$ cat config.mk
export PLATFORM = sky130hd
export DESIGN_NAME = bfg_charge_stage
export DESIGN_NICKNAME = d
export VERILOG_FILES = /design/src/design/bfg_pkg.sv /design/src/design/bfg_charge_stage.sv
export SDC_FILE = /design/constraint.sdc
export NUM_CORES = 1
export LEC_CHECK = 0
export ABC_AREA = 1
export BUFFER_PORTS_ARGS = -buffer_cell sky130_fd_sc_hd__buf_2
export CORE_UTILIZATION = 50
export CTS_CLUSTER_DIAMETER = 60
export CTS_CLUSTER_SIZE = 40
export DETAILED_ROUTE_END_ITERATION = 8
export PLACE_DENSITY = 0.8
export SYNTH_ARGS = -nofsm -noshare
export SYNTH_HDL_FRONTEND = slang
export SYNTH_SLANG_ARGS = --single-unit
$ cat constraint.sdc
create_clock -name clk -period 6.3 [get_ports clk]
set_input_delay 1.26 -clock clk [delete_from_list [all_inputs] [get_ports clk]]
set_output_delay 1.26 -clock clk [all_outputs]
set_load 0.005 [all_outputs]
$ cat src/design/bfg_pkg.sv
// ----------------------------------------------------------------------------
// bfg_pkg
// Shared widths, constants, charge table and stage beat types for the
// battery fuel gauge filter.
// ----------------------------------------------------------------------------
package bfg_pkg;

  localparam int CODE_W = 8;
  localparam int VOLT_W = 22;
  localparam int UV_W   = 24;
  localparam int PCT_W  = 7;
  localparam int FINE_W = 14;
  localparam int CAP_W  = 22;
  localparam int PROD_W = CAP_W + PCT_W;

  localparam logic REQ_INITIAL  = 1'b0;
  localparam logic REQ_PERIODIC = 1'b1;

  // 3300000 / 255 = 12941 rem 45, and 45 / 255 = 3 / 17
  localparam logic [13:0] UV_PER_CODE = 14'd12941;
  localparam logic [7:0]  RECIP_17    = 8'd241;      // 2^12 / 17, rounded up
  localparam logic [16:0] RECIP_625   = 17'd107375;  // 2^26 / 625, rounded up
  localparam logic [11:0] RECIP_25_S  = 12'd2622;    // 2^16 / 25, rounded up
  localparam logic [27:0] RECIP_25_L  = 28'd171798692; // 2^32 / 25, rounded up

  localparam logic [VOLT_W-1:0] EMPTY_UV = 22'd2000000;
  localparam logic [VOLT_W-1:0] FULL_UV  = 22'd3000000;
  localparam logic [PCT_W-1:0]  PCT_FULL = 7'd100;
  localparam logic [PCT_W-1:0]  LAST_IDX = 7'd99;
  localparam logic [FINE_W-1:0] JUMP_FINE = 14'd2100;   // diff / 100 > 20
  localparam logic [CAP_W-1:0]  RATED_RESET = 22'd11400;

  localparam logic [PCT_W-1:0] LEVEL_TABLE [0:99] = '{
    7'd0,   7'd0,   7'd0,   7'd0,   7'd0,   7'd0,   7'd1,   7'd1,   7'd1,   7'd1,
    7'd1,   7'd2,   7'd2,   7'd2,   7'd3,   7'd3,   7'd3,   7'd4,   7'd4,   7'd5,
    7'd5,   7'd6,   7'd7,   7'd7,   7'd8,   7'd9,   7'd10,  7'd11,  7'd12,  7'd14,
    7'd16,  7'd18,  7'd20,  7'd22,  7'd24,  7'd26,  7'd29,  7'd33,  7'd37,  7'd42,
    7'd47,  7'd51,  7'd55,  7'd59,  7'd63,  7'd67,  7'd71,  7'd75,  7'd78,  7'd80,
    7'd82,  7'd83,  7'd85,  7'd86,  7'd87,  7'd88,  7'd89,  7'd90,  7'd91,  7'd92,
    7'd93,  7'd93,  7'd94,  7'd94,  7'd95,  7'd96,  7'd96,  7'd96,  7'd97,  7'd97,
    7'd98,  7'd98,  7'd99,  7'd99,  7'd99,  7'd100, 7'd100, 7'd100, 7'd100, 7'd100,
    7'd100, 7'd100, 7'd100, 7'd100, 7'd100, 7'd100, 7'd100, 7'd100, 7'd100, 7'd100,
    7'd100, 7'd100, 7'd100, 7'd100, 7'd100, 7'd100, 7'd100, 7'd100, 7'd100, 7'd100
  };

  typedef struct packed {
    logic              periodic;
    logic              read_error;
    logic [VOLT_W-1:0] volt;
    logic [PCT_W-1:0]  level;
  } volt_beat_t;

  typedef struct packed {
    logic              read_error;
    logic [VOLT_W-1:0] volt;
    logic [FINE_W-1:0] fine;
  } charge_beat_t;

endpackage

$ cat src/design/bfg_charge_stage.sv
// ----------------------------------------------------------------------------
// bfg_charge_stage
// Remaining charge filter in hundredths of a percent: hold on read error, load, jump or 1/16 IIR.
// ----------------------------------------------------------------------------
module bfg_charge_stage (
  input  logic                  clk,
  input  logic                  rst,
  input  logic                  in_valid,
  output logic                  in_ready,
  input  bfg_pkg::volt_beat_t   in_beat,
  output logic                  out_valid,
  input  logic                  out_ready,
  output bfg_pkg::charge_beat_t out_beat
);
  import bfg_pkg::*;

  logic [FINE_W-1:0] rem;
  logic [FINE_W-1:0] rem_next;
  logic [FINE_W-1:0] target;
  logic [FINE_W-1:0] diff;
  logic [FINE_W-1:0] iir;

  assign in_ready = !out_valid || out_ready;

  assign target = FINE_W'(in_beat.level) * FINE_W'(100);
  assign diff   = (rem > target) ? rem - target : target - rem;
  assign iir    = rem - (rem >> 4) + (target >> 4);

  always_comb begin
    if (in_beat.read_error) begin
      rem_next = rem;
    end else if (in_beat.periodic != REQ_PERIODIC || diff >= JUMP_FINE) begin
      rem_next = target;
    end else begin
      rem_next = iir;
    end
  end

  always_ff @(posedge clk) begin
    if (rst) begin
      out_valid <= 1'b0;
      rem       <= '0;
    end else if (in_ready) begin
      out_valid <= in_valid;
      if (in_valid) begin
        rem <= rem_next;
      end
    end
  end

  always_ff @(posedge clk) begin
    if (in_valid && in_ready) begin
      out_beat.read_error <= in_beat.read_error;
      out_beat.volt       <= in_beat.volt;
      out_beat.fine       <= rem_next;
    end
  end

endmodule

; ---- Word level (Yosys, flattened, before mapping)
; Index checks and enable logic that the tools add are counted.
[word_totals]
regBits = 52
wordCells = 21
[classes]
n_bitwise = 1
n_mul = 1
n_addsub = 4
magnitude_cmp = 2
n_reduce_logical = 5
n_mux = 3
[op_table]
columns = op, n
row1 = 14-bit two-way mux, 3
row2 = 14-bit subtractor, 2
row3 = 14-bit by 10-bit adder with 14-bit output, 1
row4 = "14-bit by 12-bit >= comparator with 1-bit output, second input constant", 1
row5 = 14-bit > comparator, 1
row6 = 14-bit by 10-bit subtractor with 14-bit output, 1
row7 = "7-bit by 5-bit multiplier with 12-bit output, second input constant", 1
row8 = 1-bit logical OR, 2
row9 = 2-bit AND reduction, 1
row10 = 1-bit logical AND, 1
row11 = 1-bit zero test, 1
row12 = 1-bit inverter, 1

; ---- Depth between registers and ports, before layout
[logic_depth]
ltp_word = 7
ltp_mapped = 34
ltp_nobuf = 33

; ---- Least setup slack after synthesis
; Ideal clock, no wire load.
[synth_path]
path_type = input-to-reg
startpoint = in in_beat[2] (netlist bit)
endpoint = reg out_beat[12] (netlist bit), data pin
setup_time_ps = 255
required_ps = 6045
path_buffers = 0
arrival_ps = 5306
setup_slack_ps = 739
cell_stages = 28
cell_sequence = ha_1 > ha_1 > fa_1 > ha_1 > a21oi_1 > nand2_1 > nand2_1 > nand2_1 > a21oi_1 > nor2_1 > nor2_1 > xor2_1 > fa_1 > inv_1 > ha_1 > nand2_1 > nor2_1 > nand3_1 > o2111ai_1 > nand2_1 > inv_1 > o21ai_0 > nand2_1 > xor2_1 > inv_1 > nand3_1 > nand3_1 > nand2_1
[synth_between]
elab_chain_cells = 7
elab_cells_between_ends = 10
[synth_rtl]
columns = item, line_no
row1 = from (decl), bfg_charge_stage.sv:10  ; input bfg_pkg::volt_beat_t in_beat,
row2 = 7-bit by 5-bit multiplier with 12-bit output (*), bfg_charge_stage.sv:25  ; assign target = FINE_W'(in_beat.level) * FINE_W'(100);
row3 = 14-bit subtractor or 14-bit > comparator (tied branches), bfg_charge_stage.sv:26  ; assign diff = (rem > target) ? rem - target : target - rem;
row4 = 14-bit two-way mux, bfg_charge_stage.sv:26
row5 = 14-bit by 12-bit >= comparator with 1-bit output, bfg_charge_stage.sv:32  ; end else if (in_beat.periodic != REQ_PERIODIC || diff >= JUMP_FINE) begin
row6 = 1-bit logical OR, bfg_charge_stage.sv:32
row7 = 14-bit two-way mux (*), bfg_charge_stage.sv:32
row8 = 14-bit two-way mux (*), bfg_charge_stage.sv:30  ; if (in_beat.read_error) begin
row9 = net rem_next[12], bfg_charge_stage.sv:18  ; logic [FINE_W-1:0] rem_next;
row10 = to (decl), bfg_charge_stage.sv:13  ; output bfg_pkg::charge_beat_t out_beat
; Mark *: on every way through the listed nets, which the timed path passes. The rest lies on a longest branch.
; A chain may end at the register's enable or synchronous reset.

; ---- Worst setup path after layout
[layout_path]
startpoint = in in_beat[2] (netlist bit)
endpoint = reg rem[13]
[layout_between]
elab_chain_cells = 7
elab_cells_between_ends = 10
[layout_rtl]
columns = item, line_no
row1 = 7-bit by 5-bit multiplier with 12-bit output (*), bfg_charge_stage.sv:25
row2 = 14-bit subtractor or 14-bit > comparator (tied branches), bfg_charge_stage.sv:26
row3 = 14-bit two-way mux, bfg_charge_stage.sv:26
row4 = 14-bit by 12-bit >= comparator with 1-bit output, bfg_charge_stage.sv:32
row5 = 1-bit logical OR, bfg_charge_stage.sv:32
row6 = 14-bit two-way mux (*), bfg_charge_stage.sv:32
row7 = 14-bit two-way mux (*), bfg_charge_stage.sv:30
row8 = to (signal assigned), bfg_charge_stage.sv:46  ; rem <= rem_next;
row9 = to (decl), bfg_charge_stage.sv:17  ; logic [FINE_W-1:0] rem;
; Every way passes the cells marked *; elsewhere a longest branch is shown, timed or not.

==> impl_metrics.tcl <==
set metrics [dict create \
    avgRoutedWirePerCell_um 14.3 \
    cp_slowest_cell "fa_1" \
    grt_max_degree 54 \
    cts_max_level 2 \
    final_cell_mix "nand2_1 (127), inv_1 (106), buf_2 (73)" \
    yosysSeqAreaShare 0.299 \
    grt_pass1_wl_mm 18.6 \
    cts_tree "yes" \
    port-buffer-count 73 \
    critical_path.most_common_cell "nand2_1" \
    die_h_um 99.2 \
    hp-start "out_valid$_SDFFE_PP0N_" \
    hold_viol_final 0 \
    ios 74 \
    insertedDiodeCount 0 \
    ir_worst_vdd_v 0.000195 \
    yosysTopAreaCell "edfxtp_1" \
    multiInputGateArea_um2 2820 \
    dieWidth_um 99.2 \
    ys_seq_elements 52 \
    maxCapViolCount 0 \
    track_usage 0.239 \
    hold_class "reg2reg" \
    fin_worst_skew_ns 0.00891 \
    first_global_vias 4084 \
    hold_end "out_valid$_SDFFE_PP0N_" \
    clock.fmax_mhz 170 \
    initial_core_util 0.514 \
    regArea_um2 1410 \
    hold_depth 2 \
    ys_top_cells_by_area "edfxtp_1 (24%), ha_1 (15%), nand2_1 (10%)" \
    viasPerCell 5.35 \
    dieArea_um2 9850 \
    hold_buffers 0 \
    final_common_cell "nand2_1" \
    post-route-period-util 0.934 \
    globalplace.congestion 1.01 \
    max-clock-path-buffers 2 \
    antenna_found_initial 0 \
    reg2reg_slack_ns 2.98 \
    max_stage_delay_ns 0.46 \
    num_vias 4202 \
    drtAntennaViolNets 0 \
    path_clk_slew_ns 0.10 \
    setup_viol 0 \
    worstSetupEndpointType "register" \
    drc 0 \
    drv_slew 0 \
    clk_latency_ns 0.31 \
    drt_iter0_drc 255 \
    nets 779 \
    min_period_ns 5.89 \
    hpwl_mm 9.02 \
    fillCellCount 871 \
    synthCells 596 \
    core_area_um2 9200 \
    grt_setup_unrepaired "no" \
    drive_gt1_frac 0.193 \
    critPathRequiredTime_ns 6.56 \
    cts_num_sinks 52 \
    cts_inserted_buffers 5 \
    leakage_nw 2.87 \
    critPathMaxFanout 4 \
    root_buffer "clkbuf_8" \
    setup-tns-final_ns 0 \
    row_count 35 \
    worstReg2RegStart "rem[5]$_SDFFE_PP0P_" \
    post-cts-setup-buffer-count 0 \
    worstMarginPinSlew_ns 0.989 \
    synth_nets 702 \
    yosys_warnings 0 \
    cp_data_arrival_time_ns 6.15 \
    path_class "in2reg" \
    drtPass1Iterations 5 \
    ys_types 37 \
    relSlewSlack 0.340 \
    status "completed" \
    cts.repair.resized 0 \
    syn_area_um2 4730 \
    post-route-util 0.581 \
    grt_overflow 0 \
    netlist.area_leader.share 0.235 \
    area_delta_synth_final_pct 13.0 \
    r2r_cells 22 \
    reg2reg_to "rem[0]$_SDFFE_PP0P_" \
    cellPowerDensity_nw_per_um2 390 \
    start_kind "input port" \
    syn_avg_cell_area_um2 7.93 \
    wl_mm 11.2 \
]
sequential cells by signal, indices dropped and copies added (netlist names):
name,count
out_beat,37
out_valid,1
rem,14
metrics by stage:
| step | instance area, um^2 | hold slack [ns] | std cells | worst slack (ns) | power [W] |
|---|---|---|---|---|---|
| after floorplan | 4730 | 0.526 | 596 | 0.739 | 0.00151 |
| after global placement | 5230 | 0.486 | 777 | 0.260 | 0.00180 |
| after detailed placement | 5230 | 0.506 | 777 | 0.123 | 0.00183 |
| after CTS | 5340 | 0.520 | 785 | 0.435 | 0.00207 |
| after global routing | 5340 | 0.561 | 785 | 0.0635 | 0.00229 |
| final | 5340 | 0.523 | 785 | 0.414 | 0.00209 |
layer usage:
| metal | vias to the layer above | track usage | part of all wire |
|---|---|---|---|
| li1 | 2086 | - | - |
| met1 | 1914 | 0.297 | 0.42 |
| met2 | 169 | 0.423 | 0.48 |
| met3 | 33 | 0.0190 | 0.062 |
| met4 | 0 | 0.112 | 0.032 |
| met5 | - | 0 | 0 |
area by class of cell:
cell class,count,share of cell area
flip-flops and latches,52,0.264
inverters,109,0.0766
well taps,111,0.0260
repair buffers,82,0.0834
clock buffers,5,0.0129
clock inverters,3,0.00867
multi-input cells,423,0.528
critical path: cells and delay by family:
family | cells | cell delay [ns]
AOI/OAI and AO/OA | 4 | 0.61
xor gates and xnor gates | 2 | 0.43
adders and majority gates | 6 | 2.10
buffers and inverters | 5 | 0.49
and+or+nand+nor | 14 | 1.24
how the worst max path moves through the flow:
stage | from | end | slack (ns) | depth (start not counted)
2_1_floorplan | in_beat[2] | out_beat[12]$_DFFE_PP_ | 0.74 | 28
3_3_place_gp | in_beat[2] | rem[13]$_SDFFE_PP0P_ | 0.26 | 31
4_1_cts | in_beat[2] | rem[13]$_SDFFE_PP0P_ | 0.44 | 31
3_5_place_dp | in_beat[2] | rem[13]$_SDFFE_PP0P_ | 0.12 | 31
5_1_grt | in_beat[2] | rem[12]$_SDFFE_PP0P_ | 0.06 | 32
6_report | in_beat[2] | rem[13]$_SDFFE_PP0P_ | 0.41 | 31
synthesized netlist by cell type (all sizes together):
| cell type | instances |
|---|---|
| ha | 58 |
| nand4 | 3 |
| xor2 | 25 |
| o211ai | 1 |
| a21boi | 1 |
| edfxtp | 37 |
| xnor2 | 4 |
| nand3 | 67 |
| o21bai | 3 |
| inv | 108 |
| clkbuf | 3 |
| a21oi | 43 |
| o2111ai | 1 |
| and2 | 2 |
| o221a | 1 |
| clkinv | 1 |
| nand3b | 2 |
| dfxtp | 15 |
| a211oi | 2 |
| fa | 13 |
| buf | 9 |
| nor3 | 2 |
| o21ai | 16 |
| a31oi | 1 |
| nor2 | 32 |
| nand2 | 146 |
power by group:
part	switching [W]	internal, W	total, W
clock network	0.000115	0.000120	0.000234
registers	0.0000226	0.000414	0.000437
logic	0.000882	0.000533	0.00141
total	0.00102	0.00107	0.00209
cell families (layout without fill, tap and decap cells):
kind of cell | after synthesis | count (layout) | synth area share
DFF | 52 | 52 | 0.299
adders and majority gates | 71 | 71 | 0.209
AOI/OAI and AO/OA | 69 | 69 | 0.0826
buffers and inverters | 121 | 199 | 0.104
xor gates and xnor gates | 29 | 29 | 0.0537
and+or+nand+nor | 254 | 254 | 0.252
(Power assumes the default switching activity.)
