<file path="src/design/bfg_pkg.sv">
// ----------------------------------------------------------------------------
// bfg_pkg
// Shared widths, constants, charge table and stage beat types for the
// battery fuel gauge filter.
// ----------------------------------------------------------------------------
package bfg_pkg;

  localparam int CODE_W = 8;
  localparam int VOLT_W = 22;
  localparam int UV_W   = 24;
  localparam int PCT_W  = 7;
  localparam int FINE_W = 14;
  localparam int CAP_W  = 22;
  localparam int PROD_W = CAP_W + PCT_W;

  localparam logic REQ_INITIAL  = 1'b0;
  localparam logic REQ_PERIODIC = 1'b1;

  // 3300000 / 255 = 12941 rem 45, and 45 / 255 = 3 / 17
  localparam logic [13:0] UV_PER_CODE = 14'd12941;
  localparam logic [7:0]  RECIP_17    = 8'd241;      // 2^12 / 17, rounded up
  localparam logic [16:0] RECIP_625   = 17'd107375;  // 2^26 / 625, rounded up
  localparam logic [11:0] RECIP_25_S  = 12'd2622;    // 2^16 / 25, rounded up
  localparam logic [27:0] RECIP_25_L  = 28'd171798692; // 2^32 / 25, rounded up

  localparam logic [VOLT_W-1:0] EMPTY_UV = 22'd2000000;
  localparam logic [VOLT_W-1:0] FULL_UV  = 22'd3000000;
  localparam logic [PCT_W-1:0]  PCT_FULL = 7'd100;
  localparam logic [PCT_W-1:0]  LAST_IDX = 7'd99;
  localparam logic [FINE_W-1:0] JUMP_FINE = 14'd2100;   // diff / 100 > 20
  localparam logic [CAP_W-1:0]  RATED_RESET = 22'd11400;

  localparam logic [PCT_W-1:0] LEVEL_TABLE [0:99] = '{
    7'd0,   7'd0,   7'd0,   7'd0,   7'd0,   7'd0,   7'd1,   7'd1,   7'd1,   7'd1,
    7'd1,   7'd2,   7'd2,   7'd2,   7'd3,   7'd3,   7'd3,   7'd4,   7'd4,   7'd5,
    7'd5,   7'd6,   7'd7,   7'd7,   7'd8,   7'd9,   7'd10,  7'd11,  7'd12,  7'd14,
    7'd16,  7'd18,  7'd20,  7'd22,  7'd24,  7'd26,  7'd29,  7'd33,  7'd37,  7'd42,
    7'd47,  7'd51,  7'd55,  7'd59,  7'd63,  7'd67,  7'd71,  7'd75,  7'd78,  7'd80,
    7'd82,  7'd83,  7'd85,  7'd86,  7'd87,  7'd88,  7'd89,  7'd90,  7'd91,  7'd92,
    7'd93,  7'd93,  7'd94,  7'd94,  7'd95,  7'd96,  7'd96,  7'd96,  7'd97,  7'd97,
    7'd98,  7'd98,  7'd99,  7'd99,  7'd99,  7'd100, 7'd100, 7'd100, 7'd100, 7'd100,
    7'd100, 7'd100, 7'd100, 7'd100, 7'd100, 7'd100, 7'd100, 7'd100, 7'd100, 7'd100,
    7'd100, 7'd100, 7'd100, 7'd100, 7'd100, 7'd100, 7'd100, 7'd100, 7'd100, 7'd100
  };

  typedef struct packed {
    logic              periodic;
    logic              read_error;
    logic [VOLT_W-1:0] volt;
    logic [PCT_W-1:0]  level;
  } volt_beat_t;

  typedef struct packed {
    logic              read_error;
    logic [VOLT_W-1:0] volt;
    logic [FINE_W-1:0] fine;
  } charge_beat_t;

endpackage

</file>
<file path="src/design/bfg_sample_if.sv">
// ----------------------------------------------------------------------------
// bfg_sample_if
// Sample channel: one ADC reading per beat.
// ----------------------------------------------------------------------------
interface bfg_sample_if;
  import bfg_pkg::*;

  logic              valid;
  logic              ready;
  logic              req_type;
  logic [CODE_W-1:0] adc_code;
  logic              read_error;

  modport source (output valid, req_type, adc_code, read_error, input ready);
  modport sink   (input valid, req_type, adc_code, read_error, output ready);
endinterface

</file>
<file path="src/design/bfg_volt_stage.sv">
// ----------------------------------------------------------------------------
// bfg_volt_stage
// Scales the ADC code to microvolts, runs the voltage filter and looks up
// the charge level of the filtered voltage. Three register stages.
// ----------------------------------------------------------------------------
module bfg_volt_stage (
  input  logic                clk,
  input  logic                rst,
  bfg_sample_if.sink          sample,
  output logic                beat_valid,
  input  logic                beat_ready,
  output bfg_pkg::volt_beat_t beat
);
  import bfg_pkg::*;

  logic              v1, p1, e1;
  logic [VOLT_W-1:0] smp1;
  logic              v2, p2, e2;
  logic [VOLT_W-1:0] fv2;
  logic [VOLT_W-1:0] fv;
  logic [VOLT_W-1:0] fv_next;

  logic s1_ready, s2_ready, s3_ready;

  logic [VOLT_W-1:0] base_uv;
  logic [9:0]        tri_code;
  logic [17:0]       frac_prod;
  logic [VOLT_W-1:0] sample_uv;

  logic [VOLT_W-1:0] dv;
  logic [32:0]       idx_prod;
  logic [PCT_W-1:0]  idx_raw;
  logic [PCT_W-1:0]  idx;
  logic [PCT_W-1:0]  level;

  assign s3_ready     = !beat_valid || beat_ready;
  assign s2_ready     = !v2 || s3_ready;
  assign s1_ready     = !v1 || s2_ready;
  assign sample.ready = s1_ready;

  assign base_uv   = VOLT_W'(sample.adc_code) * VOLT_W'(UV_PER_CODE);
  assign tri_code  = 10'(sample.adc_code) * 10'd3;
  assign frac_prod = 18'(tri_code) * 18'(RECIP_17);
  assign sample_uv = base_uv + VOLT_W'(frac_prod[17:12]);

  always_comb begin
    if (e1) begin
      fv_next = fv;
    end else if (p1 == REQ_PERIODIC) begin
      fv_next = fv - (fv >> 2) + (smp1 >> 2);
    end else begin
      fv_next = smp1;
    end
  end

  assign dv       = fv2 - EMPTY_UV;
  assign idx_prod = 33'(dv[19:4]) * 33'(RECIP_625);
  assign idx_raw  = idx_prod[32:26];
  assign idx      = (idx_raw > LAST_IDX) ? LAST_IDX : idx_raw;

  always_comb begin
    if (fv2 <= EMPTY_UV) begin
      level = '0;
    end else if (fv2 >= FULL_UV) begin
      level = PCT_FULL;
    end else begin
      level = LEVEL_TABLE[idx];
    end
  end

  always_ff @(posedge clk) begin
    if (rst) begin
      v1         <= 1'b0;
      v2         <= 1'b0;
      beat_valid <= 1'b0;
      fv         <= '0;
    end else begin
      if (s1_ready) begin
        v1 <= sample.valid;
      end
      if (s2_ready) begin
        v2 <= v1;
      end
      if (s3_ready) begin
        beat_valid <= v2;
      end
      if (v1 && s2_ready) begin
        fv <= fv_next;
      end
    end
  end

  always_ff @(posedge clk) begin
    if (sample.valid && s1_ready) begin
      p1   <= sample.req_type;
      e1   <= sample.read_error;
      smp1 <= sample_uv;
    end
    if (v1 && s2_ready) begin
      p2  <= p1;
      e2  <= e1;
      fv2 <= fv_next;
    end
    if (v2 && s3_ready) begin
      beat.periodic   <= p2;
      beat.read_error <= e2;
      beat.volt       <= fv2;
      beat.level      <= level;
    end
  end

endmodule

</file>
<file path="src/flat_wrapper.sv">
// flat-port wrapper written by rule: the top's interface ports become plain ports
module bfg_volt_stage_flat import bfg_pkg::*;
  (clk, rst, beat_valid, beat_ready, beat, sample_valid, sample_req_type, sample_adc_code, sample_read_error, sample_ready);
  bfg_sample_if sample_i ();
  input  logic clk;
  input  logic rst;
  output logic beat_valid;
  input  logic beat_ready;
  output bfg_pkg::volt_beat_t beat;
  input wire logic [$bits(sample_i.valid)-1:0] sample_valid;
  input wire logic [$bits(sample_i.req_type)-1:0] sample_req_type;
  input wire logic [$bits(sample_i.adc_code)-1:0] sample_adc_code;
  input wire logic [$bits(sample_i.read_error)-1:0] sample_read_error;
  output wire logic [$bits(sample_i.ready)-1:0] sample_ready;
  assign sample_i.valid = sample_valid;
  assign sample_i.req_type = sample_req_type;
  assign sample_i.adc_code = sample_adc_code;
  assign sample_i.read_error = sample_read_error;
  assign sample_ready = sample_i.ready;
  bfg_volt_stage u_core (.clk(clk), .rst(rst), .sample(sample_i), .beat_valid(beat_valid), .beat_ready(beat_ready), .beat(beat));
endmodule
</file>
<file path="config.mk">
export PLATFORM = sky130hd
export DESIGN_NAME = bfg_volt_stage_flat
export DESIGN_NICKNAME = d
export VERILOG_FILES = /design/src/design/bfg_pkg.sv /design/src/design/bfg_sample_if.sv /design/src/design/bfg_volt_stage.sv /design/src/flat_wrapper.sv
export SDC_FILE = /design/constraint.sdc
export NUM_CORES = 1
export LEC_CHECK = 0
export ABC_AREA = 1
export BUFFER_PORTS_ARGS = -buffer_cell sky130_fd_sc_hd__buf_2
export CORE_MARGIN = 4
export CORE_UTILIZATION = 43
export CTS_CLUSTER_DIAMETER = 150
export DETAILED_ROUTE_END_ITERATION = 10
export PLACE_DENSITY = 0.67
export SYNTH_ARGS = -nofsm -noshare
export SYNTH_HDL_FRONTEND = slang
export SYNTH_SLANG_ARGS = --single-unit
</file>
<file path="constraint.sdc">
create_clock -name clk -period 10.1 [get_ports clk]
set_clock_uncertainty 0.05 [all_clocks]
set_input_delay 0.505 -clock clk [delete_from_list [all_inputs] [get_ports clk]]
set_output_delay 0.505 -clock clk [all_outputs]
set_load 0.01 [all_outputs]
</file>
### After elaboration in Yosys (flattened, before gate mapping)

Memory sizes are Yosys's and may differ from the RTL's.
Cells that the tools add are included.

| cells by class | value |
|---|---|
| $add $sub $neg | 4 |
| $mul | 4 |
| order comparisons | 4 |
| muxes and demuxes | 6 |
| bitwise gates (word level) | 1 |
| reduce and logical (&&, ||, !) cells | 10 |

Operator list:

| cell | count |
|---|---|
| $mux W22 | 2 |
| $mul A16 B17 Y33 const B | 1 |
| $mux W7 | 4 |
| $add A22 B20 Y22 | 1 |
| $add A22 B6 Y22 | 1 |
| $ge A22 B22 Y1 const B | 1 |
| $le A22 B21 Y1 const B | 1 |
| $mul A8 B14 Y22 const B | 1 |
| $sub A22 B20 Y22 | 1 |
| $sub A20 B20 Y20 const B | 1 |
| $mul A10 B8 Y18 const B | 1 |
| $mul A8 B2 Y10 const B | 1 |
| $ge A8 B8 Y1 const B | 1 |
| $not A7 Y8 | 1 |
| $gt A7 B7 Y1 const B | 1 |
| $logic_and A1 B1 Y1 | 3 |
| $logic_not A1 Y1 | 3 |
| $logic_or A1 B1 Y1 | 3 |
| $reduce_or A2 Y1 | 1 |

| storage, ports and cells | value |
|---|---|
| flip-flop bits (word level) | 104 |
| bits in read-only memories | 896 |
| input bits | 14 |
| output and inout port bits | 33 |
| logic and storage cells | 45 |
| memories kept | 1 |

Memories:

| name | depth | bits a word | read ports | clocked after memory_dff | write ports | RTL line | RTL |
|---|---|---|---|---|---|---|---|
| (no name shown) | 128 | 7 | 1 | 0 | 0 | bfg_volt_stage.sv:67 | `level = LEVEL_TABLE[idx];` |

### Longest topological paths before layout

| depth | value |
|---|---|
| depth in word-level cells | 9 |
| mapped depth | 46 |
| gate-level depth less buffers | 45 |

### Worst setup path after synthesis

No wires, ideal clock.

| timing path | value |
|---|---|
| kind | input to register |
| start | in sample_adc_code[0] |
| end | reg u_core.smp1[19], data pin |
| setup time | 260 ps |
| arrival | 8181 ps |
| required time | 9790 ps |
| setup slack | 1609 ps |
| stages on the path | 39 |
| path buffers | 0 |
| cells stage by stage | ha_1 > fa_1 > nand2_1 > nand2_1 > a21oi_1 > nor2_1 > nor2_1 > xor2_1 > fa_1 > fa_1 > ha_1 > ha_1 > ha_1 > nand2_1 > nor2_1 > nand2_1 > o21ai_0 > xnor2_1 > [3 not listed] > ha_1 > inv_1 > fa_1 > inv_1 > ha_1 > inv_1 > fa_1 > inv_1 > a21oi_1 > o21ai_0 > nand3_1 > nand2_1 > a21oi_1 > o21bai_1 > nand2_1 > nor2_1 > nor2_1 > xor2_1 |

| between the ends | value |
|---|---|
| cells in the longest elaborated chain, start to end | 3 |
| elaborated cells on any way between the ends | 4 |
| those cells by class | add/sub: 1; mul: 3 |

RTL lines:

| item | RTL line | RTL |
|---|---|---|
| start: declaration | flat_wrapper.sv:12 | `input wire logic [$bits(sample_i.adc_code)-1:0] sample_adc_code;` |
| $mul A8 B2 Y10 | bfg_volt_stage.sv:42 | `assign tri_code = 10'(sample.adc_code) * 10'd3;` |
| $mul A10 B8 Y18 | bfg_volt_stage.sv:43 | `assign frac_prod = 18'(tri_code) * 18'(RECIP_17);` |
| $add A22 B6 Y22 * | bfg_volt_stage.sv:44 | `assign sample_uv = base_uv + VOLT_W'(frac_prod[17:12]);` |
| net u_core.sample_uv[19] | bfg_volt_stage.sv:28 | `logic [VOLT_W-1:0] sample_uv;` |
| end signal: assignment | bfg_volt_stage.sv:97 | `smp1 <= sample_uv;` |
| end: declaration | bfg_volt_stage.sv:17 | `logic [VOLT_W-1:0] smp1;` |

The timed path passes the listed nets; every way through them passes the cells marked *.
A chain may end at the register's enable or synchronous reset.

### Final worst setup path

| timing path | value |
|---|---|
| start | in sample_adc_code[2] |
| end | reg u_core.smp1[20], data pin |

The elaborated chain is that of the path after synthesis.

==> summary.md <==
| Metric | Value |
|---|---|
| Clock-pin slew on the worst setup and hold paths | `about 0.080 ns` |
| Worst hold endpoint | `u_core.e1$_DFFE_PP_` |
| Area contributors post-synth | `fa_1, ha_1, edfxtp_1` |
| Pin count of the biggest net entering global routing | `45` |
| Synth-to-Final Area Change | `6.78%` |
| Syn Inst Count | `1877` |
| Clock Latency Late Sink | `0.36 ns` |
| Worst-Margin Slew | `1.03 ns` |
| Fraction of layout cells with a size suffix above 1 | `5.56%` |
| Slowest cell on the critical path | `fa_1` |
| First-pass GRT wire length | `60400 um` |
| Gpl congestion | `0.955` |
| Total number of vias | `11900` |
| Nets | `2369` |
| Synth Register Bits | `104` |
| Most numerous cell in the Yosys netlist | `inv_1` |
| WL final | `36000 um` |
| Remaining DRCs | `0` |
| Final hold vios | `0` |
| Row count | `69` |
| N_diodes | `0` |
| Yosys cell types | `49` |
| R2r worst-path depth | `37` |
| Total global-route track usage | `between 10% and 20%` |
| Sequential area share after synthesis | `18.3%` |
| Vias in the first global route | `12200` |
| Worst r2r src | `u_core.fv2[7]$_DFFE_PP_` |
| Setup repair bufs after CTS | `0` |
| Avg WL per Cell | `15.1 um` |
| Synth warnings | `0` |
| CP Capture Type | `flop` |
| Critical path startpoint category | `primary input` |
| Initial DRC count | `approximately 550` |
| List of most frequent post-synthesis cells | `inv_1, nand2_1, ha_1` |
| Post-layout min period | `roughly 9.1 ns` |
| Synth async-reset ratio | `0%` |
| R2r endpoint | `u_core.beat[2]$_SDFFCE_PP0P_` |
| Hold Buf Count CTS | `0` |
| RSZ-0062 raised after global routing | `no` |
| Vias per inst | `4.99` |
| Avg Cell Area, Syn | `roughly 8.3 um2` |
| Num ports | `47` |
| Setup TNS | `0 ns` |
| Final ANT Viol Nets | `0` |
| Slew margin rel. | `between 30% and 40%` |
| Cell Area, Synth | `0.0157 mm2` |
| Arrival @ worst endpoint | `between 9 and 10 ns` |
| Critical Path RT | `10.17 ns` |
| Status | `finished clean` |
| Initial Utilization | `~44%` |
| Worst setup path category | `in -> reg` |
| TritonRoute pass-1 iters | `5` |
| Fmax | `around 110 MHz` |
| Final Max Tran Viols | `0` |
| Ys flop type | `edfxtp_1` |
| Root Buffer | `clkbuf_16` |
| Die Width | `between 150 and 200 um` |
| EDFF count, synth | `between 70 and 80` |
| Gr ovfl total | `0` |
| R2R setup slack | `1.23 ns` |
| CTS tree | `yes` |
| CP max stage delay | `0.56 ns` |
| Clock Tree Buf Depth | `2` |
| CTS Sinks | `104` |
| # setup viols final | `0` |
| PostCTS Resize Cnt | `0` |
| Input/output buffers | `46` |
| Top cell type's share of synthesized area | `21.6%` |
| Biggest area consumer among synthesized cells | `fa_1` |
| CTS buffer count | `9` |
| Initial antenna violation count | `0` |
| Max-Cap Viols | `0` |
| Detailed Place HPWL | `31700 um` |
| H-tree Lvls | `3` |
| Post-Synthesis Net Count | `2326` |
| Final period util | `89.8%` |
| Launch point of the worst hold path | `sample_read_error` |
| Placeable Area | `0.0357 mm2` |
| CP Max Fanout | `7` |
| Worst hold stages | `1` |
| Die area | `0.0395 mm2` |
| Die H | `199 um` |
| Hold WC Path Type | `in -> reg` |
[worst max-delay path by stage]
stage	start	to	slack (ns)	cells past startpoint
3_3_place_gp	sample_adc_code[2]	u_core.smp1[19]$_DFFE_PP_	0.92	43
2_1_floorplan	sample_adc_code[0]	u_core.smp1[19]$_DFFE_PP_	1.61	39
6_report	sample_adc_code[2]	u_core.smp1[20]$_DFFE_PP_	1.03	44
3_5_place_dp	sample_adc_code[2]	u_core.smp1[20]$_DFFE_PP_	0.70	44
4_1_cts	sample_adc_code[2]	u_core.smp1[20]$_DFFE_PP_	1.07	44
5_1_grt	sample_adc_code[2]	u_core.smp1[20]$_DFFE_PP_	0.21	44
[cell usage in the layout (no fill, tap or decap), types with 7 or more instances in the layout]
master / count
inv_1: 489
nand2_1: 277
ha_1: 266
fa_1: 169
a21oi_1: 127
nor2_1: 94
o21ai_0: 88
edfxtp_1: 79
nand3_1: 55
buf_2: 46
xor2_1: 37
dfxtp_1: 25
xnor2_1: 19
nand4_1: 17
nor3_1: 15
o211ai_1: 14
clkbuf_16: 9
a31oi_1: 8
nand2_2: 8
inv_2: 7
[state kept, by name, indices dropped and copies added (netlist names)]
name / flops
u_core.beat: 31
u_core.smp1: 22
u_core.e2: 1
u_core.fv2: 22
u_core.p2: 1
u_core.beat_valid: 1
u_core.fv: 22
u_core.v2: 1
u_core.p1: 1
u_core.v1: 1
u_core.e1: 1
[metal layers]
metal	GRT usage [%]	up-vias	share of wire [%]
met4	4.41	0	2.0
met5	0	-	0
li1	-	6000	-
met3	1.41	40	2.2
met1	24.2	5720	44
met2	34.7	148	52
[through the flow]
step	hold WS, ns	utilization, %	cells	instance area, um2	setup slack [ns]
5_1_grt	0.261	46.8	2386	16700	0.211
3_5_place_dp	0.373	46.0	2370	16400	0.696
6_report	0.268	46.8	2386	16700	1.03
3_3_place_gp	0.372	46.0	2370	16400	0.922
2_1_floorplan	0.350	-	1877	15700	1.61
4_1_cts	0.263	46.8	2386	16700	1.07
[final cells by class]
type | instances | area, um2
repair buffers | 50 | 260
fillers | 3527 | 19000
flip-flops and latches | 104 | 2870
multi-input cells | 1258 | 10900
clock buffers | 9 | 225
well taps | 461 | 577
inverters | 497 | 1870
clock inverters | 7 | 72.6
[cell families (layout without fill, tap and decap cells)]
kind of cell / after synthesis / in the layout / share of synthesized area (%)
fa+ha+maj: 435 / 435 / 42.9
xor+xnor: 56 / 56 / 3.13
compound gates: 271 / 271 / 9.51
buf+inv: 515 / 563 / 12.4
simple gates: 496 / 496 / 13.7
flops: 104 / 104 / 18.3
[worst max-delay path, delay by kind of cell]
family	cells	cell delay, ns
and+or+nand+nor	17	1.63
adders and majority gates	10	3.98
AOI/OAI and AO/OA	9	1.80
buffers and inverters	5	0.56
xor gates and xnor gates	3	0.63
Power is left out: the tool's default activity adds up to more than one toggle a clock period on the data nets, which glitch-free logic cannot reach.
